<file path="config.mk">
export PLATFORM = sky130hd
export DESIGN_NAME = sm3_hash_core_flat
export DESIGN_NICKNAME = d
export VERILOG_FILES = /design/src/hdl/sm3_pkg.sv /design/src/hdl/sm3_if.sv /design/src/hdl/sm3_compress.sv /design/src/hdl/sm3_hash_core.sv /design/src/flat_wrapper.sv
export SDC_FILE = /design/constraint.sdc
export NUM_CORES = 2
export LEC_CHECK = 0
export BUFFER_PORTS_ARGS = -buffer_cell sky130_fd_sc_hd__buf_2
export CORE_MARGIN = 3
export CORE_UTILIZATION = 48
export CTS_BUF_LIST = sky130_fd_sc_hd__clkbuf_4
export CTS_CLUSTER_DIAMETER = 50
export DETAILED_ROUTE_END_ITERATION = 16
export GPL_TIMING_DRIVEN = 0
export PLACE_DENSITY = 0.69
export SLEW_MARGIN = 20
export SYNTH_ARGS = -nofsm -noshare
export SYNTH_HDL_FRONTEND = slang
export SYNTH_SLANG_ARGS = --single-unit
export TNS_END_PERCENT = 30
</file>
<file path="constraint.sdc">
create_clock -name clock -period 26.9 [get_ports clock]
set_input_delay 5.38 -clock clock [delete_from_list [all_inputs] [get_ports clock]]
set_output_delay 5.38 -clock clock [all_outputs]
set_load 0.02 [all_outputs]
</file>
<file path="src/hdl/sm3_pkg.sv">
// ----------------------------------------------------------------------------
// SM3 package
// Types and fixed constants shared by the SM3 hash core files.
// ----------------------------------------------------------------------------
`default_nettype none

package sm3_pkg;

   typedef logic [31:0]      word_type;
   typedef logic [7:0][31:0] cv_type;

   typedef struct packed {
      logic     shift_en;
      word_type shift_word;
      logic     start;
      logic     cv_init;
   } ctl_type;

   localparam cv_type SM3_IV = {
      32'hB0FB0E4E, 32'hE38DEE4D, 32'h163138AA, 32'hA96F30BC,
      32'hDA8A0600, 32'h172442D7, 32'h4914B2B9, 32'h7380166F
   };

   localparam word_type T_LOW      = 32'h79CC4519;
   localparam word_type T_HIGH_R16 = 32'h9D8A7A87;
   localparam word_type PAD_WORD   = 32'h80000000;
   localparam logic [7:0] PAD_BYTE = 8'h80;

   localparam logic [5:0] ROUND_LAST     = 6'd63;
   localparam logic [5:0] ROUND_LOW_LAST = 6'd15;

endpackage

`default_nettype wire

</file>
<file path="src/hdl/sm3_if.sv">
// ----------------------------------------------------------------------------
// SM3 stream interfaces
// Valid/ready channels for message words and digest words.
// ----------------------------------------------------------------------------
`default_nettype none

interface sm3_req_if;
   logic        valid;
   logic        ready;
   logic [31:0] message_word;
   logic [2:0]  valid_bytes;
   logic        last_word;

   modport source (output valid, message_word, valid_bytes, last_word, input ready);
   modport sink   (input valid, message_word, valid_bytes, last_word, output ready);
endinterface

interface sm3_rsp_if;
   logic        valid;
   logic        ready;
   logic [31:0] digest_word;
   logic        digest_end;

   modport source (output valid, digest_word, digest_end, input ready);
   modport sink   (input valid, digest_word, digest_end, output ready);
endinterface

`default_nettype wire

</file>
<file path="src/hdl/sm3_compress.sv">
// ----------------------------------------------------------------------------
// SM3 compression unit
// Sixteen-word schedule window, one round per cycle, feed-forward into the
// chaining value at the end of round 63.
// ----------------------------------------------------------------------------
`default_nettype none

module sm3_compress (
   input  wire logic             clock,
   input  wire logic             reset,
   input  wire sm3_pkg::ctl_type ctl,
   output logic                  busy,
   output sm3_pkg::cv_type       cv
);
   import sm3_pkg::*;

   function automatic word_type rotl(word_type x, int unsigned n);
      return (x << n) | (x >> (32 - n));
   endfunction

   function automatic word_type perm0(word_type x);
      return x ^ rotl(x, 9) ^ rotl(x, 17);
   endfunction

   function automatic word_type perm1(word_type x);
      return x ^ rotl(x, 15) ^ rotl(x, 23);
   endfunction

   logic [15:0][31:0] w_ff, w_in;
   cv_type            v_ff, v_in, v_new;
   cv_type            cv_ff, cv_in;
   word_type          t_ff, t_in;
   logic [5:0]        round_ff, round_in;
   logic              busy_ff, busy_in;

   word_type a12, ss1, ss2, ffv, ggv, tt1, tt2, w_next;

   always_comb begin
      a12 = rotl(v_ff[0], 12);
      ss1 = rotl(a12 + v_ff[4] + t_ff, 7);
      ss2 = ss1 ^ a12;
      if (round_ff <= ROUND_LOW_LAST) begin
         ffv = v_ff[0] ^ v_ff[1] ^ v_ff[2];
         ggv = v_ff[4] ^ v_ff[5] ^ v_ff[6];
      end else begin
         ffv = (v_ff[0] & v_ff[1]) | (v_ff[0] & v_ff[2]) | (v_ff[1] & v_ff[2]);
         ggv = (v_ff[4] & v_ff[5]) | (~v_ff[4] & v_ff[6]);
      end
      tt1 = ffv + v_ff[3] + ss2 + (w_ff[0] ^ w_ff[4]);
      tt2 = ggv + v_ff[7] + ss1 + w_ff[0];
      v_new[0] = tt1;
      v_new[1] = v_ff[0];
      v_new[2] = rotl(v_ff[1], 9);
      v_new[3] = v_ff[2];
      v_new[4] = perm0(tt2);
      v_new[5] = v_ff[4];
      v_new[6] = rotl(v_ff[5], 19);
      v_new[7] = v_ff[6];
      w_next = perm1(w_ff[0] ^ w_ff[7] ^ rotl(w_ff[13], 15))
               ^ rotl(w_ff[3], 7) ^ w_ff[10];
   end

   always_comb begin
      w_in     = w_ff;
      v_in     = v_ff;
      cv_in    = cv_ff;
      t_in     = t_ff;
      round_in = round_ff;
      busy_in  = busy_ff;
      if (ctl.cv_init) begin
         cv_in = SM3_IV;
      end
      if (ctl.shift_en) begin
         w_in = {ctl.shift_word, w_ff[15:1]};
      end
      if (ctl.start) begin
         busy_in  = 1'b1;
         round_in = '0;
         v_in     = cv_ff;
         t_in     = T_LOW;
      end else if (busy_ff) begin
         v_in     = v_new;
         w_in     = {w_next, w_ff[15:1]};
         round_in = round_ff + 6'd1;
         t_in     = (round_ff == ROUND_LOW_LAST) ? T_HIGH_R16 : rotl(t_ff, 1);
         if (round_ff == ROUND_LAST) begin
            busy_in = 1'b0;
            cv_in   = cv_ff ^ v_new;
         end
      end
   end

   always_ff @(posedge clock) begin
      w_ff <= w_in;
      v_ff <= v_in;
      t_ff <= t_in;
      if (reset) begin
         cv_ff    <= SM3_IV;
         round_ff <= '0;
         busy_ff  <= 1'b0;
      end else begin
         cv_ff    <= cv_in;
         round_ff <= round_in;
         busy_ff  <= busy_in;
      end
   end

   assign busy = busy_ff;
   assign cv   = cv_ff;

endmodule

`default_nettype wire

</file>
<file path="src/hdl/sm3_hash_core.sv">
// ----------------------------------------------------------------------------
// SM3 hash core
// Streaming SM3 hash of one message at a time with padding and digest output.
// ----------------------------------------------------------------------------
//   Channel   Dir   Contents
//   req_bus   in    message_word[31:0], valid_bytes[2:0], last_word
//   rsp_bus   out   digest_word[31:0], digest_end
//
// A word other than the last that does not fill a block leaves the input ready.
// A word that fills a block holds off the input while the
// compression unit runs its 64 rounds, one per cycle.
// A last word adds padding words, the bit length and one or two such compressions,
// then eight digest transactions that wait on rsp_bus.ready.
// Reset returns the chaining value to the initial value.
// ----------------------------------------------------------------------------
`default_nettype none

module sm3_hash_core (
   input  wire logic clock,
   input  wire logic reset,
   sm3_req_if.sink   req_bus,
   sm3_rsp_if.source rsp_bus
);
   import sm3_pkg::*;

   localparam logic [2:0] ST_IDLE = 3'd0;
   localparam logic [2:0] ST_COMP = 3'd1;
   localparam logic [2:0] ST_PAD  = 3'd2;
   localparam logic [2:0] ST_ZERO = 3'd3;
   localparam logic [2:0] ST_LENH = 3'd4;
   localparam logic [2:0] ST_LENL = 3'd5;
   localparam logic [2:0] ST_OUT  = 3'd6;

   localparam logic [3:0] CNT_LAST = 4'd15;
   localparam logic [3:0] CNT_LEN  = 4'd14;
   localparam logic [2:0] IDX_LAST = 3'd7;
   localparam logic [2:0] VB_FULL  = 3'd4;

   logic [2:0]  state_ff, state_in, ret_ff, ret_in, after;
   logic [3:0]  cnt_ff, cnt_in;
   logic [63:0] bits_ff, bits_in;
   logic [2:0]  idx_ff, idx_in;

   ctl_type  ctl;
   logic     busy;
   cv_type   cv;
   logic     req_fire, rsp_fire;
   logic [2:0] vb;
   word_type keep, pad, merged;

   sm3_compress u_compress (
      .clock (clock),
      .reset (reset),
      .ctl   (ctl),
      .busy  (busy),
      .cv    (cv)
   );

   assign req_bus.ready       = (state_ff == ST_IDLE);
   assign rsp_bus.valid       = (state_ff == ST_OUT);
   assign rsp_bus.digest_word = cv[idx_ff];
   assign rsp_bus.digest_end  = (idx_ff == IDX_LAST);

   assign req_fire = req_bus.valid && req_bus.ready;
   assign rsp_fire = rsp_bus.valid && rsp_bus.ready;

   always_comb begin
      vb = (req_bus.valid_bytes inside {[3'd5:3'd7]}) ? VB_FULL : req_bus.valid_bytes;
      case (vb)
         3'd1: begin
            keep = 32'hFF000000;
            pad  = {8'h00, PAD_BYTE, 16'h0000};
         end
         3'd2: begin
            keep = 32'hFFFF0000;
            pad  = {16'h0000, PAD_BYTE, 8'h00};
         end
         3'd3: begin
            keep = 32'hFFFFFF00;
            pad  = {24'h000000, PAD_BYTE};
         end
         default: begin
            keep = 32'h00000000;
            pad  = PAD_WORD;
         end
      endcase
      merged = (req_bus.message_word & keep) | pad;
   end

   always_comb begin
      state_in = state_ff;
      ret_in   = ret_ff;
      cnt_in   = cnt_ff;
      bits_in  = bits_ff;
      idx_in   = idx_ff;
      after    = state_ff;
      ctl      = '0;
      case (state_ff)
         ST_IDLE: begin
            if (req_fire) begin
               ctl.shift_en = 1'b1;
               if (!req_bus.last_word) begin
                  ctl.shift_word = req_bus.message_word;
                  bits_in        = bits_ff + 64'd32;
                  after          = ST_IDLE;
               end else begin
                  bits_in = bits_ff + {58'd0, vb, 3'b000};
                  if (vb == VB_FULL) begin
                     ctl.shift_word = req_bus.message_word;
                     after          = ST_PAD;
                  end else begin
                     ctl.shift_word = merged;
                     after          = ST_ZERO;
                  end
               end
            end
         end
         ST_COMP: begin
            if (!busy) begin
               state_in = ret_ff;
            end
         end
         ST_PAD: begin
            ctl.shift_en   = 1'b1;
            ctl.shift_word = PAD_WORD;
            after          = ST_ZERO;
         end
         ST_ZERO: begin
            if (cnt_ff == CNT_LEN) begin
               state_in = ST_LENH;
            end else begin
               ctl.shift_en   = 1'b1;
               ctl.shift_word = '0;
               after          = ST_ZERO;
            end
         end
         ST_LENH: begin
            ctl.shift_en   = 1'b1;
            ctl.shift_word = bits_ff[63:32];
            after          = ST_LENL;
         end
         ST_LENL: begin
            ctl.shift_en   = 1'b1;
            ctl.shift_word = bits_ff[31:0];
            after          = ST_OUT;
         end
         ST_OUT: begin
            if (rsp_fire) begin
               if (idx_ff == IDX_LAST) begin
                  idx_in      = '0;
                  ctl.cv_init = 1'b1;
                  bits_in     = '0;
                  cnt_in      = '0;
                  state_in    = ST_IDLE;
               end else begin
                  idx_in = idx_ff + 3'd1;
               end
            end
         end
         default: begin
            state_in = ST_IDLE;
         end
      endcase
      if (ctl.shift_en) begin
         if (cnt_ff == CNT_LAST) begin
            cnt_in    = '0;
            ctl.start = 1'b1;
            ret_in    = after;
            state_in  = ST_COMP;
         end else begin
            cnt_in   = cnt_ff + 4'd1;
            state_in = after;
         end
      end
   end

   always_ff @(posedge clock) begin
      if (reset) begin
         state_ff <= ST_IDLE;
         ret_ff   <= ST_IDLE;
         cnt_ff   <= '0;
         bits_ff  <= '0;
         idx_ff   <= '0;
      end else begin
         state_ff <= state_in;
         ret_ff   <= ret_in;
         cnt_ff   <= cnt_in;
         bits_ff  <= bits_in;
         idx_ff   <= idx_in;
      end
   end

endmodule

`default_nettype wire

</file>
<file path="src/flat_wrapper.sv">
// flat-port wrapper written by rule: the top's interface ports become plain ports
module sm3_hash_core_flat import sm3_pkg::*;
  (clock, reset, req_bus_valid, req_bus_message_word, req_bus_valid_bytes, req_bus_last_word, req_bus_ready, rsp_bus_valid, rsp_bus_digest_word, rsp_bus_digest_end, rsp_bus_ready);
  sm3_req_if req_bus_i ();
  sm3_rsp_if rsp_bus_i ();
  input  wire logic clock;
  input  wire logic reset;
  input wire logic [$bits(req_bus_i.valid)-1:0] req_bus_valid;
  input wire logic [$bits(req_bus_i.message_word)-1:0] req_bus_message_word;
  input wire logic [$bits(req_bus_i.valid_bytes)-1:0] req_bus_valid_bytes;
  input wire logic [$bits(req_bus_i.last_word)-1:0] req_bus_last_word;
  output wire logic [$bits(req_bus_i.ready)-1:0] req_bus_ready;
  output wire logic [$bits(rsp_bus_i.valid)-1:0] rsp_bus_valid;
  output wire logic [$bits(rsp_bus_i.digest_word)-1:0] rsp_bus_digest_word;
  output wire logic [$bits(rsp_bus_i.digest_end)-1:0] rsp_bus_digest_end;
  input wire logic [$bits(rsp_bus_i.ready)-1:0] rsp_bus_ready;
  assign req_bus_i.valid = req_bus_valid;
  assign req_bus_i.message_word = req_bus_message_word;
  assign req_bus_i.valid_bytes = req_bus_valid_bytes;
  assign req_bus_i.last_word = req_bus_last_word;
  assign req_bus_ready = req_bus_i.ready;
  assign rsp_bus_valid = rsp_bus_i.valid;
  assign rsp_bus_digest_word = rsp_bus_i.digest_word;
  assign rsp_bus_digest_end = rsp_bus_i.digest_end;
  assign rsp_bus_i.ready = rsp_bus_ready;
  sm3_hash_core u_core (.clock(clock), .reset(reset), .req_bus(req_bus_i), .rsp_bus(rsp_bus_i));
endmodule
</file>
==> metrics.yaml <==
outcome: "completed"
clock_latency_ns: 1.32
syn-instance-count: 5606
place_congestion: 1.04
rsz0062_at_grt: "false"
clockPowerShare_pct: 16.4
pwr-share-seq_pct: 27.9
routed_wl_mm: 214
netSwitchingFraction_pct: 45.6
synth_seq_area_share_pct: 44.1
worst_pin_slew_ns: 1.27
coreArea_um2: 118000
yosys_most_used_dff: "dfxtp_1"
synthToLayoutAreaGrowth_pct: 11.1
most-common-layout-cells: "958 x nand2_1, 881 x dfxtp_1, 538 x mux2_2"
cts_inserted_buffers: 321
multiInputGateArea_um2: 30300
dp_hpwl_mm: 166
finalNetCount: 6334
postCtsResizedCells: 0
io_pins: 75
power_frac_comb_pct: 55.7
cts_setup_buffers: 0
ctsLongestPathBuffers: 4
switchingPower_mw: 4.37
fp-row-count: 126
finalSetupViolCount: 0
ys_ff_latch: 1137
crit_type: "reg2out"
syn_nets: 5936
grt_pass1_wl_mm: 301
portBuffers: 72
slew_violations: 0
hold-path-endpoint: "u_core.u_compress.w_ff[424]"
hold_viol: 0
num-fill-cells: 10600
hold_path_depth: 1
grt-ovfl-total: 0
synth.distinct_cells: 89
die_w_um: 352
fin_setup_tns_ns: 0
ctsRootBufferMaster: "clkbuf_4"
drc: 0
slew_headroom_pct: 15.2
fin_worst_skew_ns: 0.112
cts_sinks: 1137
reg2reg_from: "u_core.u_compress.v_ff[129]"
p_int_mw: 5.21
reg2reg_depth: 31
crit_path_end_kind: "output pin"
place_area_um2: 59800
async_reset_ff_share_pct: 0
hold_class: "reg2reg"
path_max_fanout: 10
final_util_pct: 53.8
synth_edf_count: 256
drive_above_1_share_pct: 19.3
postRouteAntennaNets: 0
htreeDepth: 5
maxCapViolCount: 0
period_needed_ns: 10.11
required_ns: 21.52
die_height_um: 352
max_freq_mhz: 98.9
stdcell_area_um2: 63700
grt_pass1_vias: 43200
cts_hold_buf: 0
p_per_area_nw_per_um2: 150
ff2ff_setup_slack_ns: 17.01
worstPathArrival_ns: 4.73
final-seq-area_um2: 25300
grt_start_max_net_pins: 74
track_usage_pct: 34.2
antenna_found_initial: 11
reg2reg_to: "u_core.u_compress.cv[158]"
dr.pass1.iters: 10
period_share_pct: 37.6
die-area_um2: 124000
wl_per_cell_um: 27.3
via_count: 46100
routed_via_density: 5.89
drt_iter0_drc: 6241
total_leakage_power_nw: 26.1
cp-start-kind: "register"
synth_area_um2: 57400
initial_utilization_pct: 48.5
cts_tree: "built"
hold_start: "u_core.u_compress.w_ff[456]"
mostFrequentLayoutCell: "nand2_1"
ir_drop_v: 0.000263
clk_pin_slew_ns: 0.06
synth.avg_cell_area_um2: 10.2
synth_warnings: 0
[power by group through the flow]
| stage | Clock (mW) | Sequential [mW] | Combinational [mW] |
|---|---|---|---|
| 3_3_place_gp | 0 | 2.68 | 5.06 |
| 5_1_grt | 1.68 | 2.69 | 5.66 |
| 3_5_place_dp | 0 | 2.70 | 5.11 |
| 4_1_cts | 1.59 | 2.66 | 5.16 |
| 6_report | 1.57 | 2.67 | 5.33 |
| 2_1_floorplan | 0 | 2.50 | 3.71 |
[cell families after synthesis]
kind of cell / count (synthesis) / share of synthesized area (%)
xor gates and xnor gates: 590 / 9.12
muxes: 660 / 14.1
adders and majority gates: 290 / 8.80
DFF: 1137 / 44.1
buffers and inverters: 459 / 3.04
and+or+nand+nor: 1647 / 12.2
AOI/OAI and AO/OA: 823 / 8.56
[worst max-delay path by stage]
stage,from,to,slack [ns],cells past startpoint
5_1_grt,u_core.idx_ff[0],rsp_bus_digest_word[10],16.60,5
4_1_cts,u_core.idx_ff[0],rsp_bus_digest_word[11],16.81,5
6_report,u_core.idx_ff[0],rsp_bus_digest_word[11],16.79,5
3_5_place_dp,req_bus_valid,u_core.u_compress.cv[222],16.92,11
3_3_place_gp,req_bus_valid,u_core.u_compress.v_ff[77],7.87,8
2_1_floorplan,req_bus_valid,u_core.u_compress.v_ff[0],13.46,8
[per-layer routing]
layer | vias up | global-route usage [%] | share of wire [%]
met2 | 2811 | 48.6 | 41
met3 | 615 | 10.8 | 13
met4 | 8 | 21.6 | 7.2
li1 | 20200 | - | -
met1 | 22500 | 45.1 | 39
met5 | - | 0 | 0.024
[sequential cells by signal (all words and copies together), names as in the netlist]
signal and cells:
u_core.idx_ff 3, u_core.bits_ff 61, u_core.u_compress.w_ff 512, u_core.u_compress.t_ff 32, u_core.state_ff 3, u_core.ret_ff 3
u_core.u_compress.v_ff 256, u_core.cnt_ff 4, u_core.u_compress.cv 256, u_core.u_compress.busy 1, u_core.u_compress.round_ff 6
[final cells by class]
class                           count  area share (%)
Multi-Input combinational cell   4010            47.5
Clock inverter                     72           0.573
Antenna cell                       16          0.0628
Inverter                          195            1.16
Clock buffer                      467            5.50
Sequential cell                  1137            39.7
Timing Repair Buffer               75           0.695
Tap cell                         1600            3.14
Buffer                            264            1.59
[through the flow]
stage / worst slack [ns] / hold WS, ns / cells / power (mW)
final: 16.79 / 0.410 / 7836 / 9.57
after global routing: 16.60 / 0.443 / 7830 / 10.0
after CTS: 16.81 / 0.432 / 7820 / 9.41
after detailed placement: 16.92 / 0.454 / 7281 / 7.81
after global placement: 7.87 / 0.444 / 7278 / 7.74
after floorplan: 13.46 / 0.432 / 5606 / 6.21
[critical path, cell delays in order (launching register included)]
cell,delay (ns)
dfxtp_1,0.56
buf_1,0.77
buf_1,0.81
mux4_2,0.79
mux2_2,0.36
buf_2,0.17
[cells in the mapped netlist (4+ instances only)]
master | n | area (um2)
and2_1 | 8 | 50.1
a211oi_1 | 11 | 82.6
nor3b_1 | 4 | 30.0
nand3b_1 | 6 | 45.0
nor3_1 | 46 | 230
a311oi_1 | 5 | 43.8
nand3_1 | 61 | 305
xnor2_1 | 319 | 2790
a21o_1 | 52 | 390
a221o_1 | 10 | 100
o211ai_1 | 9 | 67.6
buf_1 | 29 | 109
o22ai_1 | 20 | 125
xor2_1 | 266 | 2330
o21bai_1 | 10 | 75.1
inv_1 | 194 | 728
o22a_1 | 8 | 70.1
edfxtp_1 | 256 | 7690
nor2_1 | 338 | 1270
o21a_1 | 13 | 97.6
dfxtp_1 | 881 | 17600
nand2_1 | 958 | 3600
mux4_2 | 64 | 1440
or2_2 | 7 | 43.8
o2111ai_1 | 4 | 35.0
a22o_1 | 7 | 61.3
nand4_1 | 14 | 87.6
fa_1 | 189 | 3780
a222oi_1 | 28 | 280
a31oi_1 | 15 | 93.8
a22oi_1 | 12 | 90.1
nand2b_1 | 25 | 156
a21oi_1 | 297 | 1490
clkbuf_1 | 230 | 863
a21boi_0 | 4 | 30.0
and4_1 | 6 | 52.6
o21ai_0 | 273 | 1370
nor2b_1 | 15 | 93.8
a211o_1 | 11 | 96.3
or3_1 | 27 | 169
ha_1 | 101 | 1260
mux2_2 | 538 | 6060
mux2i_1 | 58 | 581
and3_1 | 110 | 688
(Power assumes the default switching activity.)
